**src/sv/cfr_pkg.sv**
```systemverilog
// Shared types, codes and the CRC-16 byte update for the command frame receiver.
// No dependencies; every other file imports this package.
package cfr_pkg;

  localparam int FRAME_BYTES = 7;
  localparam int QUEUE_DEPTH = 2;

  localparam logic [2:0]  FRAME_LEN    = 3'd7;
  localparam logic [2:0]  LAST_INDEX   = 3'd6;
  localparam logic [15:0] CRC_INIT     = 16'hFFFF;
  localparam logic [15:0] CRC_POLY     = 16'hA001;
  localparam logic [7:0]  EMPTY_HEADER = 8'hFF;

  localparam logic REQ_BYTE  = 1'b0;
  localparam logic REQ_FETCH = 1'b1;

  localparam logic [1:0] STATUS_NONE = 2'd0;
  localparam logic [1:0] STATUS_GOOD = 2'd1;
  localparam logic [1:0] STATUS_BAD  = 2'd2;

  typedef enum logic [1:0] {
    KIND_FRAME,
    KIND_DROP,
    KIND_FETCH
  } cfr_kind_t;

  typedef struct packed {
    cfr_kind_t                         kind;
    logic [FRAME_BYTES-1:0][7:0]       bytes;
    logic                              crc_ok;
  } cfr_entry_t;

  function automatic logic [15:0] crc_byte(input logic [15:0] crc_in, input logic [7:0] b);
    logic [15:0] crc;
    crc = crc_in ^ {8'h00, b};
    for (int k = 0; k < 8; k++) begin
      if (crc[0]) begin
        crc = (crc >> 1) ^ CRC_POLY;
      end else begin
        crc = crc >> 1;
      end
    end
    return crc;
  endfunction

endpackage

```
**src/sv/cfr_front.sv**
```systemverilog
// Front end: accepts requests, assembles seven-byte frames and runs the CRC.
// Emits one queue entry per finished frame or fetch. Depends on cfr_pkg.
module cfr_front import cfr_pkg::*; (
  input  logic       clk,
  input  logic       rst,
  input  logic       req_valid,
  output logic       req_ready,
  input  logic       req_type,
  input  logic [7:0] rx_byte,
  output logic       push_valid,
  input  logic       push_ready,
  output cfr_entry_t push_entry
);

  logic [2:0]  byte_count;
  logic [2:0]  byte_count_next;
  logic [15:0] running_crc;
  logic [15:0] running_crc_next;
  logic [2:0]  count_eff;
  logic [15:0] crc_eff;
  logic [15:0] crc_new;
  logic        last_byte;
  logic        take_byte;
  logic [7:0]  asm_bytes [FRAME_BYTES-1];

  assign req_ready = push_ready;
  assign take_byte = req_valid && req_ready && (req_type == REQ_BYTE);

  always_comb begin
    count_eff = (byte_count == FRAME_LEN) ? 3'd0 : byte_count;
    crc_eff   = (byte_count == FRAME_LEN) ? CRC_INIT : running_crc;
    crc_new   = crc_byte(crc_eff, rx_byte);
    last_byte = (count_eff == LAST_INDEX);

    push_valid = req_valid && ((req_type == REQ_FETCH) || last_byte);
    for (int i = 0; i < FRAME_BYTES - 1; i++) begin
      push_entry.bytes[i] = asm_bytes[i];
    end
    push_entry.bytes[FRAME_BYTES-1] = rx_byte;
    push_entry.crc_ok = (crc_new == 16'h0000);
    if (req_type == REQ_FETCH) begin
      push_entry.kind = KIND_FETCH;
    end else if (asm_bytes[0] == EMPTY_HEADER) begin
      push_entry.kind = KIND_DROP;
    end else begin
      push_entry.kind = KIND_FRAME;
    end

    byte_count_next  = byte_count;
    running_crc_next = running_crc;
    if (take_byte) begin
      if (last_byte) begin
        byte_count_next  = 3'd0;
        running_crc_next = CRC_INIT;
      end else begin
        byte_count_next  = count_eff + 3'd1;
        running_crc_next = crc_new;
      end
    end
  end

  always_ff @(posedge clk) begin
    if (rst) begin
      byte_count  <= 3'd0;
      running_crc <= CRC_INIT;
    end else begin
      byte_count  <= byte_count_next;
      running_crc <= running_crc_next;
    end
  end

  always_ff @(posedge clk) begin
    for (int i = 0; i < FRAME_BYTES - 1; i++) begin
      if (take_byte && !last_byte && (count_eff == 3'(i))) begin
        asm_bytes[i] <= rx_byte;
      end
    end
  end

endmodule

```
**src/sv/cfr_queue.sv**
```systemverilog
// Two-entry queue that decouples the front end from the back end.
// Holds cfr_entry_t items in arrival order. Depends on cfr_pkg.
module cfr_queue import cfr_pkg::*; (
  input  logic       clk,
  input  logic       rst,
  input  logic       push_valid,
  output logic       push_ready,
  input  cfr_entry_t push_entry,
  output logic       pop_valid,
  input  logic       pop_ready,
  output cfr_entry_t pop_entry
);

  cfr_entry_t entries [QUEUE_DEPTH];
  logic       wr_ptr;
  logic       rd_ptr;
  logic [1:0] count;
  logic       do_push;
  logic       do_pop;

  assign push_ready = (count != 2'(QUEUE_DEPTH));
  assign pop_valid  = (count != 2'd0);
  assign pop_entry  = entries[rd_ptr];
  assign do_push    = push_valid && push_ready;
  assign do_pop     = pop_valid && pop_ready;

  always_ff @(posedge clk) begin
    if (rst) begin
      wr_ptr <= 1'b0;
      rd_ptr <= 1'b0;
      count  <= 2'd0;
    end else begin
      if (do_push) begin
        wr_ptr <= ~wr_ptr;
      end
      if (do_pop) begin
        rd_ptr <= ~rd_ptr;
      end
      if (do_push && !do_pop) begin
        count <= count + 2'd1;
      end else if (do_pop && !do_push) begin
        count <= count - 2'd1;
      end
    end
  end

  always_ff @(posedge clk) begin
    if (do_push) begin
      entries[wr_ptr] <= push_entry;
    end
  end

endmodule

```
**src/sv/cfr_back.sv**
```systemverilog
// Back end: keeps the one-frame slot and answers fetches from a response register.
// Consumes entries from cfr_queue. Depends on cfr_pkg.
module cfr_back import cfr_pkg::*; (
  input  logic               clk,
  input  logic               rst,
  input  logic               pop_valid,
  output logic               pop_ready,
  input  cfr_entry_t         pop_entry,
  output logic               rsp_valid,
  input  logic               rsp_ready,
  output logic [1:0]         status,
  output logic [7:0]         header,
  output logic signed [7:0]  turn_right,
  output logic signed [7:0]  forward_speed,
  output logic [15:0]        duration,
  output logic [15:0]        check_word
);

  logic [FRAME_BYTES-1:0][7:0] slot_bytes;
  logic                        slot_crc_ok;
  logic                        slot_valid;
  logic                        do_pop;

  assign pop_ready = (pop_entry.kind != KIND_FETCH) || !rsp_valid || rsp_ready;
  assign do_pop    = pop_valid && pop_ready;

  always_ff @(posedge clk) begin
    if (rst) begin
      slot_valid  <= 1'b0;
      slot_crc_ok <= 1'b0;
      rsp_valid   <= 1'b0;
    end else begin
      if (rsp_ready) begin
        rsp_valid <= 1'b0;
      end
      if (do_pop) begin
        case (pop_entry.kind)
          KIND_FRAME: begin
            slot_valid  <= 1'b1;
            slot_crc_ok <= pop_entry.crc_ok;
          end
          KIND_DROP: begin
            slot_valid <= 1'b0;
          end
          KIND_FETCH: begin
            slot_valid <= 1'b0;
            rsp_valid  <= 1'b1;
          end
          default: begin
            slot_valid <= slot_valid;
          end
        endcase
      end
    end
  end

  always_ff @(posedge clk) begin
    if (do_pop && (pop_entry.kind == KIND_FRAME)) begin
      slot_bytes <= pop_entry.bytes;
    end
    if (do_pop && (pop_entry.kind == KIND_FETCH)) begin
      if (slot_valid) begin
        status        <= slot_crc_ok ? STATUS_GOOD : STATUS_BAD;
        header        <= slot_bytes[0];
        turn_right    <= slot_bytes[1];
        forward_speed <= slot_bytes[2];
        duration      <= {slot_bytes[3], slot_bytes[4]};
        check_word    <= {slot_bytes[5], slot_bytes[6]};
      end else begin
        status        <= STATUS_NONE;
        header        <= 8'h00;
        turn_right    <= 8'sh00;
        forward_speed <= 8'sh00;
        duration      <= 16'h0000;
        check_word    <= 16'h0000;
      end
    end
  end

endmodule

```
**src/sv/command_frame_receiver_top.sv**
```systemverilog
// Top level of the command frame receiver: front end, queue and back end.
// Depends on cfr_pkg, cfr_front, cfr_queue and cfr_back.
//
//   channel | handshake            | payload
//   --------+----------------------+-----------------------------------------------
//   request | req_valid, req_ready | req_type, rx_byte
//   response| rsp_valid, rsp_ready | status, header, turn_right, forward_speed,
//           |                      | duration, check_word
//
// One request is taken per cycle while req_ready is high; a taken fetch passes
// the queue, then raises rsp_valid, delayed further only while a response waits.
// The request side, bytes included, stalls only when the two-entry queue is full,
// which happens while an unconsumed response blocks a following fetch.
// Reset clears the byte counter, CRC, slot state, queue and response valid.
module command_frame_receiver_top import cfr_pkg::*; (
  input  logic               clk,
  input  logic               rst,
  input  logic               req_valid,
  output logic               req_ready,
  input  logic               req_type,
  input  logic [7:0]         rx_byte,
  output logic               rsp_valid,
  input  logic               rsp_ready,
  output logic [1:0]         status,
  output logic [7:0]         header,
  output logic signed [7:0]  turn_right,
  output logic signed [7:0]  forward_speed,
  output logic [15:0]        duration,
  output logic [15:0]        check_word
);

  logic       push_valid;
  logic       push_ready;
  cfr_entry_t push_entry;
  logic       pop_valid;
  logic       pop_ready;
  cfr_entry_t pop_entry;

  cfr_front u_front (
    .clk        (clk),
    .rst        (rst),
    .req_valid  (req_valid),
    .req_ready  (req_ready),
    .req_type   (req_type),
    .rx_byte    (rx_byte),
    .push_valid (push_valid),
    .push_ready (push_ready),
    .push_entry (push_entry)
  );

  cfr_queue u_queue (
    .clk        (clk),
    .rst        (rst),
    .push_valid (push_valid),
    .push_ready (push_ready),
    .push_entry (push_entry),
    .pop_valid  (pop_valid),
    .pop_ready  (pop_ready),
    .pop_entry  (pop_entry)
  );

  cfr_back u_back (
    .clk           (clk),
    .rst           (rst),
    .pop_valid     (pop_valid),
    .pop_ready     (pop_ready),
    .pop_entry     (pop_entry),
    .rsp_valid     (rsp_valid),
    .rsp_ready     (rsp_ready),
    .status        (status),
    .header        (header),
    .turn_right    (turn_right),
    .forward_speed (forward_speed),
    .duration      (duration),
    .check_word    (check_word)
  );

endmodule
```
**config.mk**
```make
export PLATFORM = sky130hd
export DESIGN_NAME = command_frame_receiver_top
export DESIGN_NICKNAME = d
export VERILOG_FILES = /design/src/sv/cfr_pkg.sv /design/src/sv/cfr_front.sv /design/src/sv/cfr_queue.sv /design/src/sv/cfr_back.sv /design/src/sv/command_frame_receiver_top.sv
export SDC_FILE = /design/constraint.sdc
export NUM_CORES = 1
export LEC_CHECK = 0
export BUFFER_PORTS_ARGS = -buffer_cell sky130_fd_sc_hd__buf_4
export CORE_ASPECT_RATIO = 0.7
export CORE_MARGIN = 5
export CORE_UTILIZATION = 38
export CTS_CLUSTER_DIAMETER = 80
export DETAILED_ROUTE_END_ITERATION = 10
export PLACE_DENSITY = 0.59
export REMOVE_ABC_BUFFERS = 1
export SLEW_MARGIN = 20
export SYNTH_ARGS = -nofsm -noshare
export SYNTH_HDL_FRONTEND = slang
export SYNTH_SLANG_ARGS = --single-unit
export TNS_END_PERCENT = 10
```
**constraint.sdc**
```tcl
create_clock -name clk -period 14.81 [get_ports clk]
set_input_delay 2.2215 -clock clk [delete_from_list [all_inputs] [get_ports clk]]
set_output_delay 2.2215 -clock clk [all_outputs]
set_load 0.005 [all_outputs]
```
Yosys cells after proc, flatten, opt, wreduce, memory -nomap -nowiden
Memory sizes are Yosys's and may differ from the RTL's. A register that Yosys moved wholly into a read port is not among the register bits.
Index checks and enable logic that the tools add are counted.
{"block": "classes", "addsub": 3, "n_reduce_logical": 37, "eq_ne": 12, "muxes": 52, "n_bitwise": 12}
{"op": "2-to-1 mux 16 bit", "n": 10}
{"op": "2-to-1 mux 8 bit", "n": 5}
{"op": "OR reduction 8 bit", "n": 5}
{"op": "2-to-1 mux 1 bit", "n": 25}
{"op": "inverter 2 -> 3 bit", "n": 8}
{"op": "2-to-1 mux 3 bit", "n": 7}
{"op": "logical AND 1 bit", "n": 16}
{"op": "zero test 16 bit", "n": 1}
{"op": "XOR 16 x 8 -> 16 bit", "n": 1}
{"op": "== test 3 bit (second input constant)", "n": 4}
{"op": "== test 8 bit (second input constant)", "n": 1}
{"op": "2-to-1 mux 2 bit", "n": 4}
{"op": "== test 3 x 2 -> 1 bit (second input constant)", "n": 2}
{"op": "nonzero test 2 bit", "n": 3}
{"op": "zero test 1 bit", "n": 4}
{"op": "inequality test 2 bit (second input constant)", "n": 2}
{"op": "AND reduction 2 bit", "n": 2}
{"op": "adder 3 x 1 -> 3 bit (second input constant)", "n": 1}
{"op": "== test 3 x 1 -> 1 bit (second input constant)", "n": 1}
{"op": "zero test 3 bit", "n": 1}
{"op": "logical OR 1 bit", "n": 3}
{"op": "inverter 1 bit", "n": 3}
{"op": "adder 2 x 1 -> 2 bit (second input constant)", "n": 1}
{"op": "== test 2 x 1 -> 1 bit (second input constant)", "n": 1}
{"op": "other kinds (5)", "n": 5}
{"block": "totals", "out_inout_bits": 60, "mem_count": 2, "elab_cells": 139, "reg_bits": 140, "inputBits": 13, "ram_bits": 166}
{"name": "u_queue.entries", "depth": 2, "word_bits": 59, "rd": 1, "rd_ports_with_merged_regs": 1, "wr": 1, "line": "cfr_queue.sv:14", "rtl": "cfr_entry_t entries [QUEUE_DEPTH];"}
{"name": "u_front.asm_bytes", "depth": 6, "word_bits": 8, "rd": 6, "rd_ports_with_merged_regs": 0, "wr": 1, "line": "cfr_front.sv:24", "rtl": "logic [7:0] asm_bytes [FRAME_BYTES-1];"}

Longest topological paths before layout
{"block": "logic_depth", "depth_word": 20, "ltp_mapped": 13, "depth_no_buf": 11}

Modules after synthesis
Synthesis repeated with hierarchy kept, for this count alone.
{"block": "unflattened", "cells_unflattened": 617, "area_unflattened_um2": 11287.1}
{"mod": "cfr_queue", "n_inst": 1, "seq_area_each_um2": 3643.5, "cells_each": 208, "area_per_inst_um2": 4515.6}
{"mod": "cfr_back", "n_inst": 1, "seq_area_each_um2": 3483.3, "cells_each": 198, "area_per_inst_um2": 4016.4}
{"mod": "cfr_front", "n_inst": 1, "seq_area_each_um2": 1821.7, "cells_each": 211, "area_per_inst_um2": 2755.1}

Least setup slack after synthesis
OpenSTA, ideal clock, no wires.
{"block": "synth_path", "path_kind": "input port to flip-flop", "start": "input port req_valid", "end": "memory u_queue.entries[0][0] (netlist bit) (enable)", "arrival_time_ns": 6.363, "setup_slack_ns": 7.898, "setup_ns": 0.549, "t_required_ns": 14.261, "path_stages": 2, "cell_sequence": "nand2_1 nor3_1"}
{"block": "synth_via", "elab_chain_len": 4}
{"item": "from (decl)", "line": "command_frame_receiver_top.sv:18", "rtl": "input logic req_valid,"}
{"item": "logical AND 1 bit", "line": "cfr_front.sv:35", "rtl": "push_valid = req_valid && ((req_type == REQ_FETCH) || last_byte);"}
{"item": "logical AND 1 bit", "line": "cfr_queue.sv:24", "rtl": "assign do_push = push_valid && push_ready;"}
{"item": "2-to-1 mux 1 bit", "line": "cfr_queue.sv:48", "rtl": "if (do_push) begin"}
{"item": "2-to-1 mux 1 bit (not written as such)", "line": "cfr_queue.sv:49", "rtl": "entries[wr_ptr] <= push_entry;"}
{"item": "to (decl)", "line": "cfr_queue.sv:14"}
No other way between the ends.

==> results.json <==
{
  "dieArea_mm2": 0.0331,
  "place.gp.congestion": 0.844,
  "synthCells": 617,
  "num_rows": 52,
  "layout_commonest_cell": "edfxtp_1",
  "worstPathMaxFanout": 15,
  "crit_path_end_kind": "flip-flop",
  "drt_pass1_iterations": 4,
  "gr-max-usage-layer": "met2",
  "yosysTopAreaCell": "edfxtp_1",
  "worstPathCellList": "buf_4 > xor2_1 > xnor2_1 > xnor2_1 > xnor3_2 > xnor2_1 > ha_1 > xnor2_1 > nand4_1 > nor4_1 > o21ai_0 > a211oi_1",
  "seq_area_frac_synth": 0.799,
  "finalHoldViolations": 0,
  "p_clk_frac": 0.331,
  "p_seq_frac": 0.507,
  "leakagePower_nw": 4.41,
  "gr-usage-met3": 0.0350,
  "finalMaxSlewViolations": 0,
  "cts_max_level": 1,
  "ir_drop_mv": 0.0863,
  "crit_arrival_ns": 4.98,
  "clk_latency_ns": 0.54,
  "skew_ns": 0.00953,
  "grt-ovfl-total": 0,
  "cts-hold-fix-buffers": 0,
  "synth-async-reset-ratio": 0,
  "groute.layer.met2.usage": 0.194,
  "run_status": "finished, final reports clean",
  "wire_per_inst_um": 17.6,
  "viasPerCell": 4.71,
  "grt_start_max_net_pins": 60,
  "critical_path.slowest_cell": "xnor3_2",
  "syn2layout_area_growth_pct": 17.1,
  "required_ns": 15.16,
  "holdCritPathClass": "flip-flop to flip-flop",
  "place_area_mm2": 0.0122,
  "synth_top_area_frac": 0.750,
  "post_cts_buffers": 0,
  "synthesis.area_mm2": 0.0112,
  "worstMarginPinSlew_ns": 1.02,
  "die_w_um": 215,
  "cts_buffers": 30,
  "clock_tree.buffer_depth": 3,
  "max_freq_mhz": 216,
  "setup_tns_ns": 0,
  "core_area_mm2": 0.0290,
  "ys_warn_count": 0,
  "syn_avg_cell_area_um2": 18.2,
  "wl_mm": 19.4,
  "grt_pass1_vias": 5595,
  "dr_total_vias": 5184,
  "synth-edff-count": 280,
  "crit_top_cell": "xnor2_1",
  "rsz0062_at_grt": "false",
  "synth_area_leaders": "edfxtp_1 75%, mux2_2 5.6%, dfxtp_1 4.8%",
  "clk_pin_slew_ns": 0.06,
  "synthFlopType": "edfxtp_1",
  "p_sw_frac": 0.239,
  "clock_tree.root_cell": "clkbuf_16",
  "post-route-period-util": 0.313,
  "critPathKind": "input port to flip-flop",
  "antenna_found_initial": 0,
  "maxSlewHeadroom": 0.319,
  "layout.nets": 721,
  "antenna_cells": 0,
  "grtUsageMet1": 0.151,
  "start_util": 0.386,
  "die_y_um": 154,
  "period_minus_slack_ns": 4.63,
  "dp_hpwl_mm": 11.9,
  "io_buffers": 72,
  "drive_gt1_frac": 0.264,
  "remaining_drc_errors": 0,
  "cp_slowest_stage_delay_ns": 0.51,
  "cts.sinks": 307,
  "cap_violations": 0,
  "powerDensity_mw_per_mm2": 167,
  "p_int_mw": 1.67,
  "track_usage": 0.118,
  "switchingPower_mw": 0.523,
  "setup_viol": 0,
  "ios": 73,
  "mostFrequentLayoutCells": "280 x edfxtp_1, 79 x buf_4, 57 x and2_1",
  "fin_hold_ws_ns": 0.437,
  "finalInstanceArea_mm2": 0.0131,
  "cts_tree": "built",
  "drt_iter0_markers": 269,
  "cts_resized": 0,
  "antenna_left": 0,
  "grt_pass1_wl_mm": 31.3,
  "startpoint_type": "input port",
  "synth-seq-cells": 307,
  "ys_types": 43,
  "combPwrFrac": 0.162
}
-- registers in the layout (all words and copies together) (netlist names), named ones only --
signal and count:
u_queue.entries 118, u_back.slot_bytes 56, u_front.asm_bytes 48, u_back.check_word 16
u_back.duration 16, u_front.running_crc 16, u_back.forward_speed 8, u_back.header 8
u_back.turn_right 8, u_front.byte_count 3, u_back.status 2, u_queue.count 2
u_back.rsp_valid 1, u_back.slot_crc_ok 1, u_back.slot_valid 1, u_queue.rd_ptr 1
u_queue.wr_ptr 1
-- power by group through the flow --
stage / sequential (mW) / combinational [mW] / clock [mW]
floorplan: 1.15 / 0.210 / 0
global placement: 1.12 / 0.351 / 0
detailed placement: 1.13 / 0.359 / 0
CTS: 1.11 / 0.363 / 0.747
global route: 1.12 / 0.392 / 0.787
finish: 1.11 / 0.354 / 0.725
-- critical path: cells and delay by family --
kind	cells	cell delay, ns
adder cells (fa/ha/maj)	1	0.41
buffers and inverters	1	0.18
AO/OA/AOI/OAI	2	0.36
AND/OR/NAND/NOR	2	0.29
XOR/XNOR	6	1.51
-- worst paths after layout --
kind,slack (ns),cells after the start,endpoint,start
min reg2reg,0.44,0,u_queue.entries[0][25],u_front.asm_bytes[3][0]
max,10.18,12,u_queue.entries[0][0],rx_byte[1]
min,0.44,0,u_queue.entries[0][25],u_front.asm_bytes[3][0]
max reg2reg,11.31,11,u_queue.entries[0][0],u_front.byte_count[0]
-- metrics by stage --
stage / power (mW) / instances / util / worst slack [ns]
floorplan: 1.36 / 591 / - / 7.90
global placement: 1.48 / 1048 / 0.419 / 9.74
detailed placement: 1.49 / 1048 / 0.419 / 9.66
CTS: 2.22 / 1101 / 0.452 / 10.20
global route: 2.30 / 1101 / 0.452 / 10.0
finish: 2.19 / 1101 / 0.452 / 10.18
-- area by class of cell --
class	count	area, µm²
fill	2503	15900
sequential	307	8950
multi-input combinational	278	2150
clock buffer	41	813
timing repair buffer	79	593
tap	378	473
clock inverter	12	129
inverter	6	22.5
-- synthesized netlist by cell type, types with 2 or more instances --
cell type,number
nand3_1,4
mux2i_1,3
nand2b_1,17
mux2_2,56
a21oi_1,10
edfxtp_1,280
dfxtp_1,27
xnor2_2,2
clkbuf_1,14
nor3_1,3
nor2_1,28
nor3b_1,2
and3_1,2
buf_4,5
o32ai_1,5
ha_1,6
a211oi_1,4
nand4_1,2
buf_1,6
a31oi_1,4
nor2b_1,2
o21ai_0,5
nand2_1,10
inv_1,6
nor4_1,4
and2_1,60
o22ai_1,9
xnor2_1,14
or3_1,3
xor2_1,11
-- metal layers --
| metal | part of all wire | wire length [µm] | vias to the layer above |
|---|---|---|---|
| met5 | 0 | 0 | - |
| met4 | 0.029 | 568 | 0 |
| met3 | 0.059 | 1150 | 36 |
| met2 | 0.47 | 9160 | 117 |
| met1 | 0.44 | 8520 | 2554 |
| li1 | - | - | 2477 |
-- kinds of logic (layout without fill, tap and decap cells) --
logic type | after synthesis | after routing | share of synthesized area
compound gates | 39 | 39 | 0.0226
xor+xnor | 30 | 30 | 0.0285
fa+ha+maj | 6 | 6 | 0.00670
buf+inv | 32 | 138 | 0.0125
flops | 307 | 307 | 0.799
mux | 59 | 59 | 0.0590
simple gates | 144 | 144 | 0.0722
Power figures use the tool's default switching activity.
